<file path="src/design/tsched_pkg.sv">
// ---------------------------------------------------------------------------
// tsched_pkg
// Types and constants shared by the task scheduler files.
// ---------------------------------------------------------------------------
`default_nettype none

package tsched_pkg;

    // Operation codes of a request
    typedef enum logic [1:0] {
        FN_CREATE = 2'd0,
        FN_TICK   = 2'd1,
        FN_DELAY  = 2'd2,
        FN_YIELD  = 2'd3
    } t_func;

    // Task state codes
    typedef enum logic [1:0] {
        ST_READY   = 2'd0,
        ST_WAITING = 2'd1,
        ST_RUNNING = 2'd2
    } t_tstat;

    // Status of a result
    localparam logic STS_OK   = 1'b0;
    localparam logic STS_FULL = 1'b1;

    // Request payload
    typedef struct packed {
        t_func       func;
        logic [7:0]  task_id;
        logic [7:0]  priority_req;
        logic [15:0] sleep_ticks;
    } t_req;

    // Result payload
    typedef struct packed {
        logic [2:0] running_index;
        logic [7:0] running_id;
        logic       status;
    } t_rsp;

    // One task table entry as held in memory
    typedef struct packed {
        t_tstat      tstat;
        logic [15:0] sleep;
        logic [7:0]  prio;
        logic [7:0]  ident;
    } t_entry;

    localparam int ENTRY_W = $bits(t_entry);

    // Idle task entry after reset
    localparam t_entry IDLE_ENTRY = '{tstat: ST_READY, sleep: 16'd0, prio: 8'd0, ident: 8'd0};

endpackage

`default_nettype wire

</file>
<file path="src/design/tsched_ram.sv">
// ---------------------------------------------------------------------------
// tsched_ram
// Generic simple dual-port RAM, one write and one registered read port.
// ---------------------------------------------------------------------------
`default_nettype none

module tsched_ram #(
    parameter int WIDTH = 34,
    parameter int DEPTH = 8
) (
    input  wire logic                     i_clk,
    input  wire logic                     i_we,
    input  wire logic [$clog2(DEPTH)-1:0] i_waddr,
    input  wire logic [WIDTH-1:0]         i_wdata,
    input  wire logic                     i_re,
    input  wire logic [$clog2(DEPTH)-1:0] i_raddr,
    output logic      [WIDTH-1:0]         o_rdata
);

    logic [WIDTH-1:0] r_mem [DEPTH];

    // Write port
    always_ff @(posedge i_clk) begin
        if (i_we) begin
            r_mem[i_waddr] <= i_wdata;
        end
    end

    // Registered read port
    always_ff @(posedge i_clk) begin
        if (i_re) begin
            o_rdata <= r_mem[i_raddr];
        end
    end

endmodule

`default_nettype wire

</file>
<file path="src/design/task_scheduler_with_sleep_timers_top.sv">
// ---------------------------------------------------------------------------
// task_scheduler_with_sleep_timers_top
// Task scheduler: task table in one RAM, swept one entry per cycle.
// ---------------------------------------------------------------------------
// Channel   Direction  Signals                          Handshake
// request   in         i_in_valid, o_in_stall, i_in_req valid && !stall
// result    out        o_out_valid, i_out_stall, o_out_rsp valid && !stall
// config    in         i_cfg_valid, o_cfg_ready, i_cfg_data valid && ready
//
// A create passes through S_CREATE and S_OUT from acceptance to result.
// Tick, delay and yield sweep the N tasks in the table: the single RAM read
// port reads every entry once, then the chosen entry is read again in S_PICK
// and marked running in S_MARK before S_OUT.
// Reset (synchronous, active low) leaves only the idle task, in round robin.
// A waiting result holds in the output register; the next request is taken
// meanwhile and completes once the register frees.
// ---------------------------------------------------------------------------
`default_nettype none

module task_scheduler_with_sleep_timers_top #(
    parameter int MAX_TASKS = 8
) (
    input  wire logic              i_clk,
    input  wire logic              i_rst_n,
    input  wire logic              i_in_valid,
    output logic                   o_in_stall,
    input  wire tsched_pkg::t_req  i_in_req,
    output logic                   o_out_valid,
    input  wire logic              i_out_stall,
    output tsched_pkg::t_rsp       o_out_rsp,
    input  wire logic              i_cfg_valid,
    output logic                   o_cfg_ready,
    input  wire logic              i_cfg_data
);

    localparam int IW = $clog2(MAX_TASKS);
    localparam int CW = $clog2(MAX_TASKS + 1);
    localparam int XW = IW + 3;
    localparam int ENTRY_W_L = tsched_pkg::ENTRY_W;

    typedef enum logic [5:0] {
        S_IDLE   = 6'b000001,
        S_CREATE = 6'b000010,
        S_SCAN   = 6'b000100,
        S_PICK   = 6'b001000,
        S_MARK   = 6'b010000,
        S_OUT    = 6'b100000
    } t_state;

    t_state            r_state, n_state;
    logic              r_mode;
    logic [CW-1:0]     r_count, n_count;
    logic [IW-1:0]     r_cur, n_cur;
    logic [7:0]        r_cur_id, n_cur_id;
    tsched_pkg::t_req  r_req, n_req;
    logic              r_status, n_status;
    logic              r_e0_set;

    // Sweep control
    logic              r_issue, n_issue;
    logic [IW-1:0]     r_ridx, n_ridx;
    logic              r_dvld, n_dvld;
    logic [IW-1:0]     r_didx, n_didx;
    logic [IW-1:0]     r_rd_idx;

    // Candidates gathered during the sweep
    logic              r_aft_v, n_aft_v;
    logic [IW-1:0]     r_aft, n_aft;
    logic              r_any_v, n_any_v;
    logic [IW-1:0]     r_any, n_any;
    logic              r_best_v, n_best_v;
    logic [IW-1:0]     r_best, n_best;
    logic [7:0]        r_best_prio, n_best_prio;

    // Output register
    logic              r_out_valid, n_out_valid;
    tsched_pkg::t_rsp  r_out, n_out;

    // RAM signals
    logic              ram_we, ram_re;
    logic [IW-1:0]     ram_waddr, ram_raddr;
    tsched_pkg::t_entry ram_wdata, ram_q, ent, upd;
    logic [ENTRY_W_L-1:0] ram_q_raw;

    logic [IW-1:0]     last_idx, chosen;
    logic              in_acc, out_free;
    logic [XW-1:0]     cur_ext;

    tsched_ram #(
        .WIDTH (ENTRY_W_L),
        .DEPTH (MAX_TASKS)
    ) u_table (
        .i_clk   (i_clk),
        .i_we    (ram_we),
        .i_waddr (ram_waddr),
        .i_wdata (ram_wdata),
        .i_re    (ram_re),
        .i_raddr (ram_raddr),
        .o_rdata (ram_q_raw)
    );

    assign ram_q = tsched_pkg::t_entry'(ram_q_raw);

    // Substitute the idle task's reset value until entry 0 is first written
    assign ent = (r_rd_idx == '0 && !r_e0_set) ? tsched_pkg::IDLE_ENTRY : ram_q;

    assign o_in_stall  = (r_state != S_IDLE);
    assign in_acc      = i_in_valid && !o_in_stall;
    assign o_cfg_ready = 1'b1;
    assign o_out_valid = r_out_valid;
    assign o_out_rsp   = r_out;
    assign out_free    = !r_out_valid || !i_out_stall;
    assign last_idx    = IW'(r_count - CW'(1));

    // Choose the next task from the gathered candidates
    always_comb begin
        if (r_mode) begin
            chosen = r_best_v ? r_best : '0;
        end else if (r_aft_v) begin
            chosen = r_aft;
        end else begin
            chosen = r_any_v ? r_any : '0;
        end
    end

    // Update one swept entry: count down on a tick, then retire the current task
    always_comb begin
        upd = ent;
        if (r_req.func == tsched_pkg::FN_TICK && ent.tstat == tsched_pkg::ST_WAITING) begin
            if (ent.sleep <= 16'd1) begin
                upd.sleep = 16'd0;
                upd.tstat = tsched_pkg::ST_READY;
            end else begin
                upd.sleep = ent.sleep - 16'd1;
            end
        end
        if (r_didx == r_cur) begin
            if (r_req.func == tsched_pkg::FN_DELAY) begin
                upd.sleep = (r_req.sleep_ticks == 16'd0) ? 16'd1 : r_req.sleep_ticks;
                upd.tstat = tsched_pkg::ST_WAITING;
            end else begin
                upd.tstat = tsched_pkg::ST_READY;
            end
        end
    end

    assign cur_ext = XW'(r_cur);

    // Sequencer
    always_comb begin
        n_state     = r_state;
        n_count     = r_count;
        n_cur       = r_cur;
        n_cur_id    = r_cur_id;
        n_req       = r_req;
        n_status    = r_status;
        n_issue     = r_issue;
        n_ridx      = r_ridx;
        n_dvld      = 1'b0;
        n_didx      = r_didx;
        n_aft_v     = r_aft_v;
        n_aft       = r_aft;
        n_any_v     = r_any_v;
        n_any       = r_any;
        n_best_v    = r_best_v;
        n_best      = r_best;
        n_best_prio = r_best_prio;
        n_out_valid = r_out_valid && i_out_stall;
        n_out       = r_out;
        ram_we      = 1'b0;
        ram_waddr   = '0;
        ram_wdata   = upd;
        ram_re      = 1'b0;
        ram_raddr   = r_ridx;

        case (r_state)
            S_IDLE: begin
                // Take a request and start its work
                if (in_acc) begin
                    n_req    = i_in_req;
                    n_status = tsched_pkg::STS_OK;
                    n_issue  = 1'b1;
                    n_ridx   = '0;
                    n_aft_v  = 1'b0;
                    n_any_v  = 1'b0;
                    n_best_v = 1'b0;
                    if (i_in_req.func == tsched_pkg::FN_CREATE) begin
                        n_state = S_CREATE;
                    end else begin
                        n_state = S_SCAN;
                    end
                end
            end
            S_CREATE: begin
                // Append the new task, or refuse when the table is full
                if (r_count == CW'(MAX_TASKS)) begin
                    n_status = tsched_pkg::STS_FULL;
                end else begin
                    ram_we    = 1'b1;
                    ram_waddr = IW'(r_count);
                    ram_wdata = '{tstat: tsched_pkg::ST_READY, sleep: 16'd0,
                                  prio: r_req.priority_req, ident: r_req.task_id};
                    n_count   = r_count + CW'(1);
                end
                n_state = S_OUT;
            end
            S_SCAN: begin
                // Issue the next read
                if (r_issue) begin
                    ram_re = 1'b1;
                    n_dvld = 1'b1;
                    n_didx = r_ridx;
                    if (r_ridx == last_idx) begin
                        n_issue = 1'b0;
                    end else begin
                        n_ridx = r_ridx + IW'(1);
                    end
                end
                // Write back the entry that arrived and track candidates
                if (r_dvld) begin
                    ram_we    = 1'b1;
                    ram_waddr = r_didx;
                    ram_wdata = upd;
                    if (upd.tstat == tsched_pkg::ST_READY && r_didx != '0) begin
                        if (!r_any_v) begin
                            n_any_v = 1'b1;
                            n_any   = r_didx;
                        end
                        if (!r_aft_v && r_didx > r_cur) begin
                            n_aft_v = 1'b1;
                            n_aft   = r_didx;
                        end
                        if (!r_best_v || upd.prio > r_best_prio) begin
                            n_best_v    = 1'b1;
                            n_best      = r_didx;
                            n_best_prio = upd.prio;
                        end
                    end
                    if (r_didx == last_idx) begin
                        n_state = S_PICK;
                    end
                end
            end
            S_PICK: begin
                // Read the chosen entry back
                ram_re    = 1'b1;
                ram_raddr = chosen;
                n_cur     = chosen;
                n_state   = S_MARK;
            end
            S_MARK: begin
                // Mark the chosen task running
                ram_we          = 1'b1;
                ram_waddr       = r_cur;
                ram_wdata       = ent;
                ram_wdata.tstat = tsched_pkg::ST_RUNNING;
                n_cur_id        = ent.ident;
                n_state         = S_OUT;
            end
            S_OUT: begin
                // Hand the result to the output register once it is free
                if (out_free) begin
                    n_out_valid             = 1'b1;
                    n_out.running_index     = cur_ext[2:0];
                    n_out.running_id        = r_cur_id;
                    n_out.status            = r_status;
                    n_state                 = S_IDLE;
                end
            end
            default: begin
                n_state = S_IDLE;
            end
        endcase
    end

    // Control registers
    always_ff @(posedge i_clk) begin
        if (!i_rst_n) begin
            r_state     <= S_IDLE;
            r_mode      <= 1'b0;
            r_count     <= CW'(1);
            r_cur       <= '0;
            r_cur_id    <= 8'd0;
            r_e0_set    <= 1'b0;
            r_issue     <= 1'b0;
            r_dvld      <= 1'b0;
            r_out_valid <= 1'b0;
        end else begin
            r_state     <= n_state;
            r_count     <= n_count;
            r_cur       <= n_cur;
            r_cur_id    <= n_cur_id;
            r_issue     <= n_issue;
            r_dvld      <= n_dvld;
            r_out_valid <= n_out_valid;
            if (i_cfg_valid && o_cfg_ready) begin
                r_mode <= i_cfg_data;
            end
            if (ram_we && ram_waddr == '0) begin
                r_e0_set <= 1'b1;
            end
        end
    end

    // Payload and datapath registers
    always_ff @(posedge i_clk) begin
        r_req       <= n_req;
        r_status    <= n_status;
        r_ridx      <= n_ridx;
        r_didx      <= n_didx;
        r_aft_v     <= n_aft_v;
        r_aft       <= n_aft;
        r_any_v     <= n_any_v;
        r_any       <= n_any;
        r_best_v    <= n_best_v;
        r_best      <= n_best;
        r_best_prio <= n_best_prio;
        r_out       <= n_out;
        if (ram_re) begin
            r_rd_idx <= ram_raddr;
        end
    end

endmodule

`default_nettype wire

</file>
<file path="config.mk">
export PLATFORM = sky130hd
export DESIGN_NAME = task_scheduler_with_sleep_timers_top
export DESIGN_NICKNAME = d
export VERILOG_FILES = /design/src/design/tsched_pkg.sv /design/src/design/tsched_ram.sv /design/src/design/task_scheduler_with_sleep_timers_top.sv
export SDC_FILE = /design/constraint.sdc
export NUM_CORES = 1
export LEC_CHECK = 0
export BUFFER_PORTS_ARGS = -buffer_cell sky130_fd_sc_hd__buf_2
export CORE_MARGIN = 4
export CORE_UTILIZATION = 65
export CTS_CLUSTER_DIAMETER = 50
export DETAILED_ROUTE_END_ITERATION = 6
export GPL_TIMING_DRIVEN = 0
export HOLD_SLACK_MARGIN = 0.06
export PLACE_DENSITY_LB_ADDON = 0.08
export SLEW_MARGIN = 5
export SYNTH_ARGS = -nofsm -noshare
export SYNTH_HDL_FRONTEND = slang
export SYNTH_SLANG_ARGS = --single-unit
</file>
<file path="constraint.sdc">
create_clock -name i_clk -period 10.9 [get_ports i_clk]
set_clock_uncertainty 0.1 [all_clocks]
set_input_delay 1.635 -clock i_clk [delete_from_list [all_inputs] [get_ports i_clk]]
set_output_delay 1.635 -clock i_clk [all_outputs]
set_load 0.005 [all_outputs]
</file>
Word-level counts from Yosys, hierarchy flattened
Memory sizes are Yosys's and may differ from the RTL's. A register that Yosys moved wholly into a read port is not among the register bits.
Index checks and enable logic that the tools add are counted.
- add/subtract/negate cells: 4
- $lt $le $gt $ge: 3
- equality and inequality tests: 24
- muxes and demuxes: 55
- bitwise logic cells: 2
- reduce and logical (&&, ||, !) cells: 39
- operator list (cell ; count):
    $mux W34 ; 2
    $pmux W34 S2 ; 1
    $mux W16 ; 3
    $mux W18 ; 2
    $mux W3 ; 11
    $pmux W6 S5 ; 1
    $mux W6 ; 4
    $reduce_and A4 Y1 ; 6
    $mux W1 ; 21
    $ne A2 B2 Y1 const B ; 10
    $le A16 B1 Y1 const B ; 1
    $logic_not A16 Y1 ; 1
    $sub A16 B1 Y16 const B ; 1
    $pmux W1 S2 ; 6
    $reduce_and A2 Y1 ; 6
    $reduce_and A5 Y1 ; 2
    $eq A3 B3 Y1 ; 3
    $pmux W3 S3 ; 1
    $gt A8 B8 Y1 ; 1
    $logic_and A1 B1 Y1 ; 7
    $eq A6 B1 Y1 const B ; 1
    $eq A6 B2 Y1 const B ; 1
    $eq A6 B3 Y1 const B ; 1
    $eq A6 B4 Y1 const B ; 1
    22 further kinds ; 33
- flip-flop bits (word level): 102
- bits in writable memories: 272
- bits of input ports: 40
- output and inout port bits: 15
- memories kept: 1
- memories (name ; depth ; bits a word ; read ports ; clocked after Yosys merged registers in ; wr ports ; line ; source):
    u_table.r_mem ; 8 ; 34 ; 1 ; 1 ; 1 ; tsched_ram.sv:20 ; logic [WIDTH-1:0] r_mem [DEPTH];

Longest topological paths before layout
Gate-level depths: netlist of run 1.
- depth in word-level cells: 13
- gate-level depth with buffers: 13
- depth with buffers taken out: 10

Cells and area by module
From an unflattened synthesis of run 1, not the netlist that was laid out.
- cells, all modules: 912
- area, all modules: 16610.9 sq um
- by module, submodules not included (module ; instances ; cells an instance ; area an instance (sq um) ; seq. area each (sq um)):
    tsched_ram ; 1 ; 441 ; 11423.5 ; 9188.8
    task_scheduler_with_sleep_timers_top ; 1 ; 471 ; 5187.5 ; 2802.7

Worst setup path before layout of run 1
OpenSTA, ideal clock, no wires.
- path kind: register to register
- from: register r_rd_idx[1]
- to: register r_best_v (enable)
- library setup time: 292 ps
- data arrival time: 3476 ps
- slack: 7031 ps
- cell stages (with the launch flop): 12
- path buffers: 2
- path through: edfxtp_1 > or4_1 > clkbuf_1 > clkbuf_1 > nand2_1 > ha_1 > o21bai_1 > or4_4 > nor3_1 > o21ai_1 > a21oi_1 > or2_2
- longest elaborated chain between the ends: 11
- ends and longest elaborated chain (what ; line ; source):
    start, declared ; task_scheduler_with_sleep_timers_top.sv:64 ; logic [IW-1:0] r_rd_idx;
    start signal, assigned ; task_scheduler_with_sleep_timers_top.sv:320 ; r_rd_idx <= ram_raddr;
    $logic_not A3 Y1 (*) ; task_scheduler_with_sleep_timers_top.sv:105 ; assign ent = (r_rd_idx == '0 && !r_e0_set) ? tsched_pkg::IDLE_ENTRY : ram_q;
    $logic_and A1 B1 Y1 (*) ; task_scheduler_with_sleep_timers_top.sv:105 ;
    $mux W34 (*) ; task_scheduler_with_sleep_timers_top.sv:105 ;
    $le A16 B1 Y1 or $eq A2 B1 Y1 (tied branches) ; task_scheduler_with_sleep_timers_top.sv:130, task_scheduler_with_sleep_timers_top.sv:129 ;
    $mux W2 or $logic_and A1 B1 Y1 (tied branches) ; task_scheduler_with_sleep_timers_top.sv:130, task_scheduler_with_sleep_timers_top.sv:129 ;
    $mux W18 ; task_scheduler_with_sleep_timers_top.sv:129 ; if (r_req.func == tsched_pkg::FN_TICK && ent.tstat == tsched_pkg::ST_WAITING) begin
    $mux W18 ; task_scheduler_with_sleep_timers_top.sv:137 ; if (r_didx == r_cur) begin
    $logic_not A2 Y1 ; task_scheduler_with_sleep_timers_top.sv:224 ; if (upd.tstat == tsched_pkg::ST_READY && r_didx != '0) begin
    $logic_and A1 B1 Y1 ; task_scheduler_with_sleep_timers_top.sv:224 ;
    $ne A2 B2 Y1 (no line) ; -- ;
    $reduce_and A5 Y1 (no line) (*) ; -- ;
    end signal, assigned ; task_scheduler_with_sleep_timers_top.sv:315 ; r_best_v <= n_best_v;
    end, declared ; task_scheduler_with_sleep_timers_top.sv:71 ; logic r_best_v, n_best_v;
Mark *: on every way between the ends. The rest lies on a longest branch, timed or not.
A chain may end at the register's enable or synchronous reset.

Worst setup path in the final report of run 1
Ends and elaborated chain as after synthesis.

==> run metrics, run 1 <==
antenna cells=0; asr flop ratio synth=0; pre-CTS WS=just over 6 ns; CTS tree=done; PD cells=179 nW/um^2; drt initial violations=about 1,100; Placement Cell Area=17,500 um^2; first-pass GRT wire length=~57 mm; design area=around 19,000 um^2; IO Pins=55; clock buffer depth=3; final slew viol count=0; initial antenna violation count=0; drt total wl=~37 mm; die width=~170 um; RSZ-0062 raised after global routing=no; DP Wirelength=approximately 24 mm; via count=9,659; setup bufs post-CTS=0; fin nets=about 1,200; CTS Root Cell=clkbuf_16; Post-DRT Antenna Nets=0; reg-to-reg startpoint=r_rd_idx[1]$_DFFE_PP_; FMAX=about 0.21 GHz; Setup-failing EPs final=0; setup TNS=0 ns; synth-to-layout area growth=14.0%; H-tree depth=2; GRT Total Usage=0.267; drt drc=0; Critical path origin=r_rd_idx[1]$_DFFE_PP_; Setup crit end kind=flip-flop; fin cells=1,505; Die ar.=between 20,000 and 30,000 um^2; vias per cell=around 6.4; FP Rows=58; post-cts hold buffer count=0; FF-to-FF path depth=11; mapped cell area=16,500 um^2; drt first pass iters=5; Pleak=about 6.4 nW; reg-to-reg endpoint=r_best_v$_DFFE_PP_; relative slew slack=0.267; Yosys Warn Count=0; peak fanout along the critical path=12; CP Class=reg -> reg; Yosys reg bits=between 400 and 500; sequential element share of the synthesized area=0.727; Initial Utilization=0.657; Chip Height=167 um; Synth cell types=67; overflow left after global routing=0; number of synthesized flops with an enable pin=382; Final Cycle Share=0.429; CTS clk-pin slew, worst paths=roughly 0.060 ns; Max Cap Viol=0; Slew @ Worst Pin=roughly 1.1 ns; worst hold path type=reg -> reg; Core ar.=about 25,000 um^2; worst setup path endpoint=r_best_v$_DFFE_PP_; Worst IR Drop VDD=roughly 0.15 mV; fill count=approximately 1,500; top_reg_cell synth=edfxtp_1; Worst EP required=roughly 11 ns; Routed WL per cell=~25 um; Cells after DPL=approximately 1,400; CTS Buf Count=42; Fin Hold WS=around 0.33 ns; minimum clock period=between 4 and 5 ns; post-cts sizing count=0; pin count of the biggest net entering global routing=29; status=finished, final reports clean; WP data arrival=between 4 and 5 ns; Final WS setup=6.22 ns; clk sinks=approximately 410; Hold Fails Final Rpt=0; Critical Path Start Type=flip-flop; post-synth net total=1,090; clk_lat worst skew=roughly 0.55 ns; syn avg cell area=16.0 um^2; RD Place Congestion=~0.94; Port Buffers=53; flop2flop setup slack=slightly above 6 ns; Synth Instances=approximately 1,000; hold path cells=0; number of global-route vias before repair=9,768; share of post-route cells with drive strength above 1=0.213
## kinds of logic after synthesis
group,Yosys count,share of synthesized area
xor+xnor,14,0.00743
mux,148,0.0961
fa+ha+maj,16,0.0121
simple gates,220,0.0701
flops,408,0.727
buf+inv,67,0.0175
compound gates,160,0.0700
other cells,1,0.000227
## critical path, stage by stage, from the launching register on
cell and delay (ns):
edfxtp_1 0.38, or4_1 0.67, clkbuf_1 0.31, clkbuf_1 0.35
nand2_1 0.22, ha_1 0.29, o21bai_1 0.09, or4_4 0.47
nor3_1 0.36, o21ai_1 0.24, a21oi_2 0.67, or2_2 0.24
## placed cells by master (no fill, tap or decap), types with 6 or more instances in the layout
master	instances
inv_1	21
clkinv_2	11
mux2i_1	74
o22ai_1	35
nand3_1	17
and2_1	12
nor4_1	16
xnor2_1	9
mux2_2	73
nor2_1	25
nor2b_1	8
nor2_4	6
clkinv_1	6
clkbuf_1	30
clkbuf_16	42
edfxtp_1	382
a21boi_0	11
ha_1	16
a21oi_1	13
a221oi_1	32
nand2_1	67
nand4_1	8
o21ai_0	27
dfxtp_1	26
nand2b_1	6
buf_2	69
buf_12	6
nor3_1	13
## flip-flops by register name (all words and copies together) (netlist names), 4 cells and up
name and count:
o_out_rsp 12, u_table.r_mem 272, r_count 4, u_table.o_rdata 34
r_cur_id 8, r_state 6, r_req 34, r_best_prio 8
## layout make-up
type / count / area (um^2) / share of cell area
sequential: 408 / 12000 / 0.637
multi-input combinational: 559 / 4280 / 0.227
clock buffer: 48 / 1080 / 0.0576
timing repair buffer: 64 / 500 / 0.0266
tap: 330 / 413 / 0.0219
clock inverter: 29 / 258 / 0.0137
buffer: 44 / 203 / 0.0108
inverter: 23 / 86.3 / 0.00459
## synth_stat cells, drive strengths merged (4+ instances only)
library cell / count / share of area
o21ai: 28 / 0.0085
nand4: 8 / 0.0030
edfxtp: 382 / 0.70
o22ai: 35 / 0.013
nor3: 13 / 0.0039
a21oi: 15 / 0.0048
nand3: 17 / 0.0052
ha: 16 / 0.012
nor2: 33 / 0.0078
o31ai: 5 / 0.0031
nor3b: 4 / 0.0021
or2: 4 / 0.0015
a21boi: 11 / 0.0050
xnor2: 9 / 0.0048
inv: 23 / 0.0052
a221oi: 32 / 0.017
and3: 6 / 0.0023
nand2: 67 / 0.015
buf: 19 / 0.0066
nand3b: 5 / 0.0023
mux2i: 74 / 0.045
or4: 7 / 0.0036
and2: 12 / 0.0045
nor4: 16 / 0.0061
o211ai: 5 / 0.0023
dfxtp: 26 / 0.032
mux2: 73 / 0.050
xor2: 5 / 0.0027
clkbuf: 25 / 0.0057
nor2b: 8 / 0.0030
or3: 5 / 0.0022
nand2b: 7 / 0.0027
## metal layers
| metal | wire length, um | GRT usage |
|---|---|---|
| met3 | 3430 | 0.0510 |
| met2 | 17700 | 0.432 |
| met5 | 0 | 0 |
| met1 | 14900 | 0.378 |
| met4 | 989 | 0.0769 |
## how the worst min path moves through the flow
stage                              from                      to
6_report       r_cur_id[1]$_SDFFE_PN0P_  o_out_rsp[2]$_DFFE_PP_
3_5_place_dp   r_cur_id[3]$_SDFFE_PN0P_  o_out_rsp[4]$_DFFE_PP_
5_1_grt        r_cur_id[1]$_SDFFE_PN0P_  o_out_rsp[2]$_DFFE_PP_
4_1_cts        r_cur_id[3]$_SDFFE_PN0P_  o_out_rsp[4]$_DFFE_PP_
2_1_floorplan        r_status$_DFFE_PP_  o_out_rsp[0]$_DFFE_PP_
3_3_place_gp   r_cur_id[3]$_SDFFE_PN0P_  o_out_rsp[4]$_DFFE_PP_
## report_power, final
part           internal [mW]  switching, mW  leakage [nW]
combinational         0.0853          0.133          2.01
clock                  0.793          0.591         0.658
sequential              1.74         0.0175          3.69
## through the flow
step                utilization  power [mW]
floorplan                     -        1.93
global placement          0.684        2.00
detailed placement        0.696        2.00
CTS                       0.749        3.37
global route              0.749        3.46
finish                    0.749        3.36
No activity file was read; power rests on OpenSTA's default activity.
==> inputs of run 2 (changes only) <==
--- a/config.mk
+++ b/config.mk
@@ -7,7 +7,7 @@
 export LEC_CHECK = 0
 export BUFFER_PORTS_ARGS = -buffer_cell sky130_fd_sc_hd__buf_2
 export CORE_MARGIN = 4
-export CORE_UTILIZATION = 65
+export CORE_UTILIZATION = 62
 export CTS_CLUSTER_DIAMETER = 50
 export DETAILED_ROUTE_END_ITERATION = 6
 export GPL_TIMING_DRIVEN = 0
==> constraint.sdc (replaced) <==
create_clock -name i_clk -period 4.6 [get_ports i_clk]
set_clock_uncertainty 0.1 [all_clocks]
set_input_delay 0.69 -clock i_clk [delete_from_list [all_inputs] [get_ports i_clk]]
set_output_delay 0.69 -clock i_clk [all_outputs]
set_load 0.005 [all_outputs]
==> run 2 against run 1 <==
Effect of this change: clock power grew 140%; routed wire length is 1.1% higher; critical path depth is 1 higher; maximum frequency up 6.1%; total power increased by 140%; hold slack lost 0.091 ns; global-route usage is 0.84 points lower; sequential power rose by 140%; register-to-register slack lost 6.0 ns; die area rose by 4.6%; combinational power up 140%; critical path type unchanged; critical endpoint is now u_table.r_mem[0][19]$_DFFE_PP_.
==> run metrics, run 2 (same netlist as run 1, synthesis figures left out) <==
status=finished, final reports clean; commonest non-fill, non-tap cell in the layout=edfxtp_1; share of post-route cells with drive strength above 1=0.216; worst-path cell chain=or4_1 -> clkbuf_1 -> clkbuf_2 -> nand2_1 -> ha_1 -> o21bai_1 -> or4_4 -> o31ai_4 -> or3_4 -> buf_6 -> a21oi_2 -> a311o_1; overflow left after global routing=0; CTS Root Cell=clkbuf_16; hold path cells=1; DP Wirelength=approximately 25 mm; Slew @ Worst Pin=1.21 ns; Max Cap Viol=0; CP Class=reg -> reg; Placement Cell Area=~17,000 um^2; drt drc=0; relative slew slack=0.189; drt total wl=roughly 37 mm; slowest CP cell=or4_1; Worst IR Drop VDD=between 0.3 and 0.4 mV; via count=9,736; reg-to-reg endpoint=u_table.r_mem[0][19]$_DFFE_PP_; Routed WL per cell=24.7 um; Chip Height=roughly 170 um; peak fanout along the critical path=10; Final WS setup=around 0.19 ns; die width=around 170 um; antenna cells=0; clk_lat worst skew=roughly 0.53 ns; post-cts hold buffer count=0; Core ar.=26,100 um^2; vias per cell=about 6.4; CTS tree=done; CTS Buf Count=43; Hold Crit Endpoint=r_req[27]$_DFFE_PP_; Hold Fails Final Rpt=0; drt first pass iters=6; PD cells=~420 nW/um^2; CTS clk-pin slew, worst paths=0.06 ns; clock buffer depth=3; Worst EP required=4.73 ns; FMAX=around 0.23 GHz; top flop regs=u_table.r_mem: 272 flops, r_req: 34 flops, u_table.o_rdata: 34 flops; initial antenna violation count=0; minimum clock period=approximately 4.4 ns; Die ar.=29,300 um^2; Setup crit end kind=flip-flop; fin nets=around 1,200; FP Rows=between 50 and 60; flop2flop setup slack=roughly 0.19 ns; Initial Utilization=0.632; synth-to-layout area growth=14.6%; max FFs per register=around 270; commonest cells after routing, fill and taps aside=edfxtp_1, mux2i_1, mux2_2; pin count of the biggest net entering global routing=28; fill count=about 1,700; H-tree depth=2; first-pass GRT wire length=between 50 and 60 mm; Port Buffers=53; final slew viol count=0; pre-CTS WS=-0.318 ns; reg-to-reg startpoint=r_rd_idx[1]$_DFFE_PP_; number of global-route vias before repair=~9,700; RD Place Congestion=between 0.8 and 0.9; setup TNS=0 ns; worst hold path type=in -> reg; hold_sp=i_in_req[27]; WP data arrival=about 4.5 ns; Post-DRT Antenna Nets=0; Critical Path Start Type=flip-flop; largest reg by FF count=u_table.r_mem; drt initial violations=941; clk sinks=approximately 400; FF-to-FF path depth=12; IO Pins=55; GRT Total Usage=0.259; Final Cycle Share=0.959; final core utilization=0.724; RSZ-0062 raised after global routing=no; Pleak=between 6 and 7 nW; design area=~19,000 um^2; Fin Hold WS=between 0.2 and 0.25 ns; CP peak stage delay=roughly 0.7 ns; Setup-failing EPs final=0
-- run 2: cell count changes in the layout (fill, tap and decap cells not counted), moves of 2 or more --
cell	previous run	this run
buf_12	6	8
buf_4	3	6
clkbuf_16	42	44
clkinv_1	6	9
clkinv_2	11	7
clkinv_4	0	2
clkinv_8	2	0
clkinvlp_4	3	5
inv_6	4	1
o311ai_1	2	0
o311ai_2	0	2
-- run 2: timing repair --
action                     in CTS  in global routing
gates resized for setup         5                  3
setup buffers                   0                  4
pin swaps                       0                  2
setup endpoints to repair      32                 42
cloned                          0                  0
-- run 2: how the worst max path moves through the flow --
stage	startpoint	endpoint	slack (ns)	depth (start not counted)
5_1_grt	r_rd_idx[1]$_DFFE_PP_	u_table.r_mem[7][19]$_DFFE_PP_	0.008	12
3_3_place_gp	r_state[5]$_SDFFE_PN0P_	u_table.r_mem[6][9]$_DFFE_PP_	-1.67	6
4_1_cts	r_rd_idx[1]$_DFFE_PP_	r_aft_v$_DFFE_PP_	0.08	11
6_report	r_rd_idx[1]$_DFFE_PP_	u_table.r_mem[0][19]$_DFFE_PP_	0.19	12
2_1_floorplan	r_rd_idx[1]$_DFFE_PP_	r_best_v$_DFFE_PP_	0.73	11
3_5_place_dp	r_rd_idx[1]$_DFFE_PP_	u_table.r_mem[6][23]$_DFFE_PP_	-0.32	12
-- run 2: layer usage --
layer / track usage / routed length, um / vias to the layer above
li1: - / - / 4326
met1: 0.363 / 15600 / 4883
met2: 0.420 / 17900 / 453
met3: 0.0432 / 3010 / 74
met4: 0.0844 / 985 / 0
met5: 0 / 0 / -
-- run 2: layout make-up --
cell class | count | area, um^2 | share of cell area
clock buffer | 51 | 1150 | 0.0607
inverter | 23 | 86.3 | 0.00456
clock inverter | 26 | 193 | 0.0102
timing repair buffer | 68 | 558 | 0.0295
multi-input combinational | 559 | 4320 | 0.228
buffer | 44 | 204 | 0.0108
tap | 335 | 419 | 0.0222
sequential | 408 | 12000 | 0.634
-- run 2: power breakdown --
part           internal [mW]  leakage [nW]  switching [mW]
Clock                   1.89         0.646            1.35
Combinational          0.202          2.05           0.315
Sequential              4.12          3.69          0.0431
Total                   6.22          6.38            1.71
-- run 2: critical path, delay by kind of cell (launching register included) --
family	cells	cell delay, ns
adders and majority gates	1	0.27
DFF	1	0.39
and+or+nand+nor	4	1.57
AOI/OAI and AO/OA	4	0.98
buffers and inverters	3	0.80
-- run 2: per-stage QoR --
stage | instances | power (mW)
2_1_floorplan | 1034 | 4.56
3_3_place_gp | 1422 | 4.74
3_5_place_dp | 1433 | 4.75
4_1_cts | 1510 | 7.96
5_1_grt | 1514 | 8.17
6_report | 1514 | 7.93
==> inputs of run 3 (changes only) <==
--- a/config.mk
+++ b/config.mk
@@ -7,7 +7,8 @@
 export LEC_CHECK = 0
 export BUFFER_PORTS_ARGS = -buffer_cell sky130_fd_sc_hd__buf_2
 export CORE_MARGIN = 4
-export CORE_UTILIZATION = 62
+export CORE_UTILIZATION = 64
+export CTS_BUF_LIST = sky130_fd_sc_hd__clkbuf_4
 export CTS_CLUSTER_DIAMETER = 50
 export DETAILED_ROUTE_END_ITERATION = 6
 export GPL_TIMING_DRIVEN = 0
==> run 3 against run 2 <==
Effect of this change: hold slack got worse by 0.11 ns; non-clock buffer count grew 27; sequential power about the same.
==> run metrics, run 3 (same netlist as run 1, synthesis figures left out) <==
status=finished, final reports clean; worst hold path type=in -> reg; Hold Fails Final Rpt=0; final slew viol count=0; top flop regs=u_table.r_mem: 272 flops, r_req: 34 flops, u_table.o_rdata: 34 flops; GRT Total Usage=0.277; FMAX=about 0.23 GHz; Total Power=approximately 7.6 mW; first-pass GRT wire length=59.8 mm; Placement Cell Area=17,400 um^2; fin nets=between 1,000 and 1,500; Worst EP required=4.91 ns; slowest CP cell=or4_1; Die ar.=around 28,000 um^2; Critical Path Start Type=flip-flop; commonest cells after routing, fill and taps aside=edfxtp_1, clkbuf_4, mux2i_1; RSZ-0062 raised after global routing=no; clk_lat worst skew=0.74 ns; Slew @ Worst Pin=1.13 ns; drt initial violations=between 1,000 and 1,500; clk sinks=408; drt drc=0; CP Class=reg -> reg; Port Buffers=53; Fin Hold WS=approximately 0.12 ns; Core ar.=25,300 um^2; H-tree depth=3; pin count of the biggest net entering global routing=28; Routed WL per cell=between 20 and 25 um; via count=between 10,000 and 15,000; worst-path cell chain=or4_1 -> clkbuf_2 -> buf_2 -> nand2_1 -> ha_1 -> o21bai_1 -> or4_4 -> o31ai_4 -> or3_4 -> buf_6 -> a21oi_2 -> a311o_1; Chip Height=~170 um; Setup crit end kind=flip-flop; share of post-route cells with drive strength above 1=0.258; IO Pins=55; DP Wirelength=about 24 mm; CTS Root Cell=clkbuf_4; die width=~170 um; minimum clock period=between 4 and 5 ns; peak fanout along the critical path=10; synth-to-layout area growth=15.3%; RD Place Congestion=0.921; vias per cell=between 6 and 7; Post-DRT Antenna Nets=0; Setup-failing EPs final=0; Pleak=6.56 nW; Worst Path Buf+Inv=3; Final Cycle Share=0.948; initial antenna violation count=1; largest reg by FF count=u_table.r_mem; commonest non-fill, non-tap cell in the layout=edfxtp_1; Crit path max-delay family=simple AND/OR/NAND/NOR gates; clock buffer depth=3; CTS clk-pin slew, worst paths=around 0.070 ns; CTS tree=done; number of global-route vias before repair=between 10,000 and 15,000; Worst IR Drop VDD=approximately 0.32 mV; max FFs per register=between 200 and 300; drt first pass iters=6; CP peak stage delay=0.67 ns; WP data arrival=4.67 ns; setup bufs post-CTS=0; overflow left after global routing=0; PD cells=around 400 nW/um^2; Initial Utilization=0.653; relative slew slack=0.247; FP Rows=58; Max Cap Viol=0; drt total wl=~39 mm; design area=19,000 um^2; CTS Buf Count=97
## run 3: metrics by stage
stage | instances | utilization | worst slack, ns | TNS (ns)
2_1_floorplan | 1034 | - | 0.731 | 0
3_3_place_gp | 1417 | 0.680 | -1.33 | -236.44
3_5_place_dp | 1427 | 0.691 | -0.478 | -5.44
4_1_cts | 1627 | 0.752 | -0.0442 | -0.0557
5_1_grt | 1628 | 0.753 | 0.0474 | 0
6_report | 1630 | 0.753 | 0.238 | 0
## run 3: worst paths after layout
check	startpoint	endpoint	slack, ns	cells past startpoint
max reg2reg	r_rd_idx[1]$_DFFE_PP_	u_table.r_mem[5][19]$_DFFE_PP_	0.24	12
min reg2reg	r_status$_DFFE_PP_	o_out_rsp[0]$_DFFE_PP_	0.32	0
max	r_rd_idx[1]$_DFFE_PP_	u_table.r_mem[5][19]$_DFFE_PP_	0.24	12
min	i_in_req[32]	r_state[1]$_SDFFE_PN0P_	0.12	2
## run 3: where the power goes
group / switching (mW) / total, mW / leakage [nW] / internal (mW)
logic: 0.326 / 0.545 / 2.14 / 0.219
registers: 0.0405 / 4.16 / 3.69 / 4.12
clock network: 1.38 / 2.91 / 0.731 / 1.53
## run 3: per-layer routing
| metal | up-vias | wire (um) | GRT usage |
|---|---|---|---|
| li1 | 4541 | - | - |
| met1 | 5077 | 15400 | 0.384 |
| met2 | 537 | 18800 | 0.449 |
| met3 | 66 | 3600 | 0.0563 |
| met4 | 0 | 832 | 0.0932 |
| met5 | - | 0 | 0 |
## run 3: area by class of cell
cell class / instances / area [um^2]
Antenna cell: 3 / 7.51
Buffer: 44 / 205
Clock buffer: 143 / 1070
Clock inverter: 25 / 158
Fill cell: 1592 / 6230
Inverter: 23 / 86.3
Multi-Input combinational cell: 559 / 4300
Sequential cell: 408 / 12000
Tap cell: 330 / 413
Timing Repair Buffer: 95 / 793
## run 3: timing repair
item                                    4_1_cts  5_1_grt
endpoints found under the setup margin       20      112
hold endpoints to repair                     32        0
hold buffers                                 32        0
resized for setup                             2        8
pin swaps                                     0        0
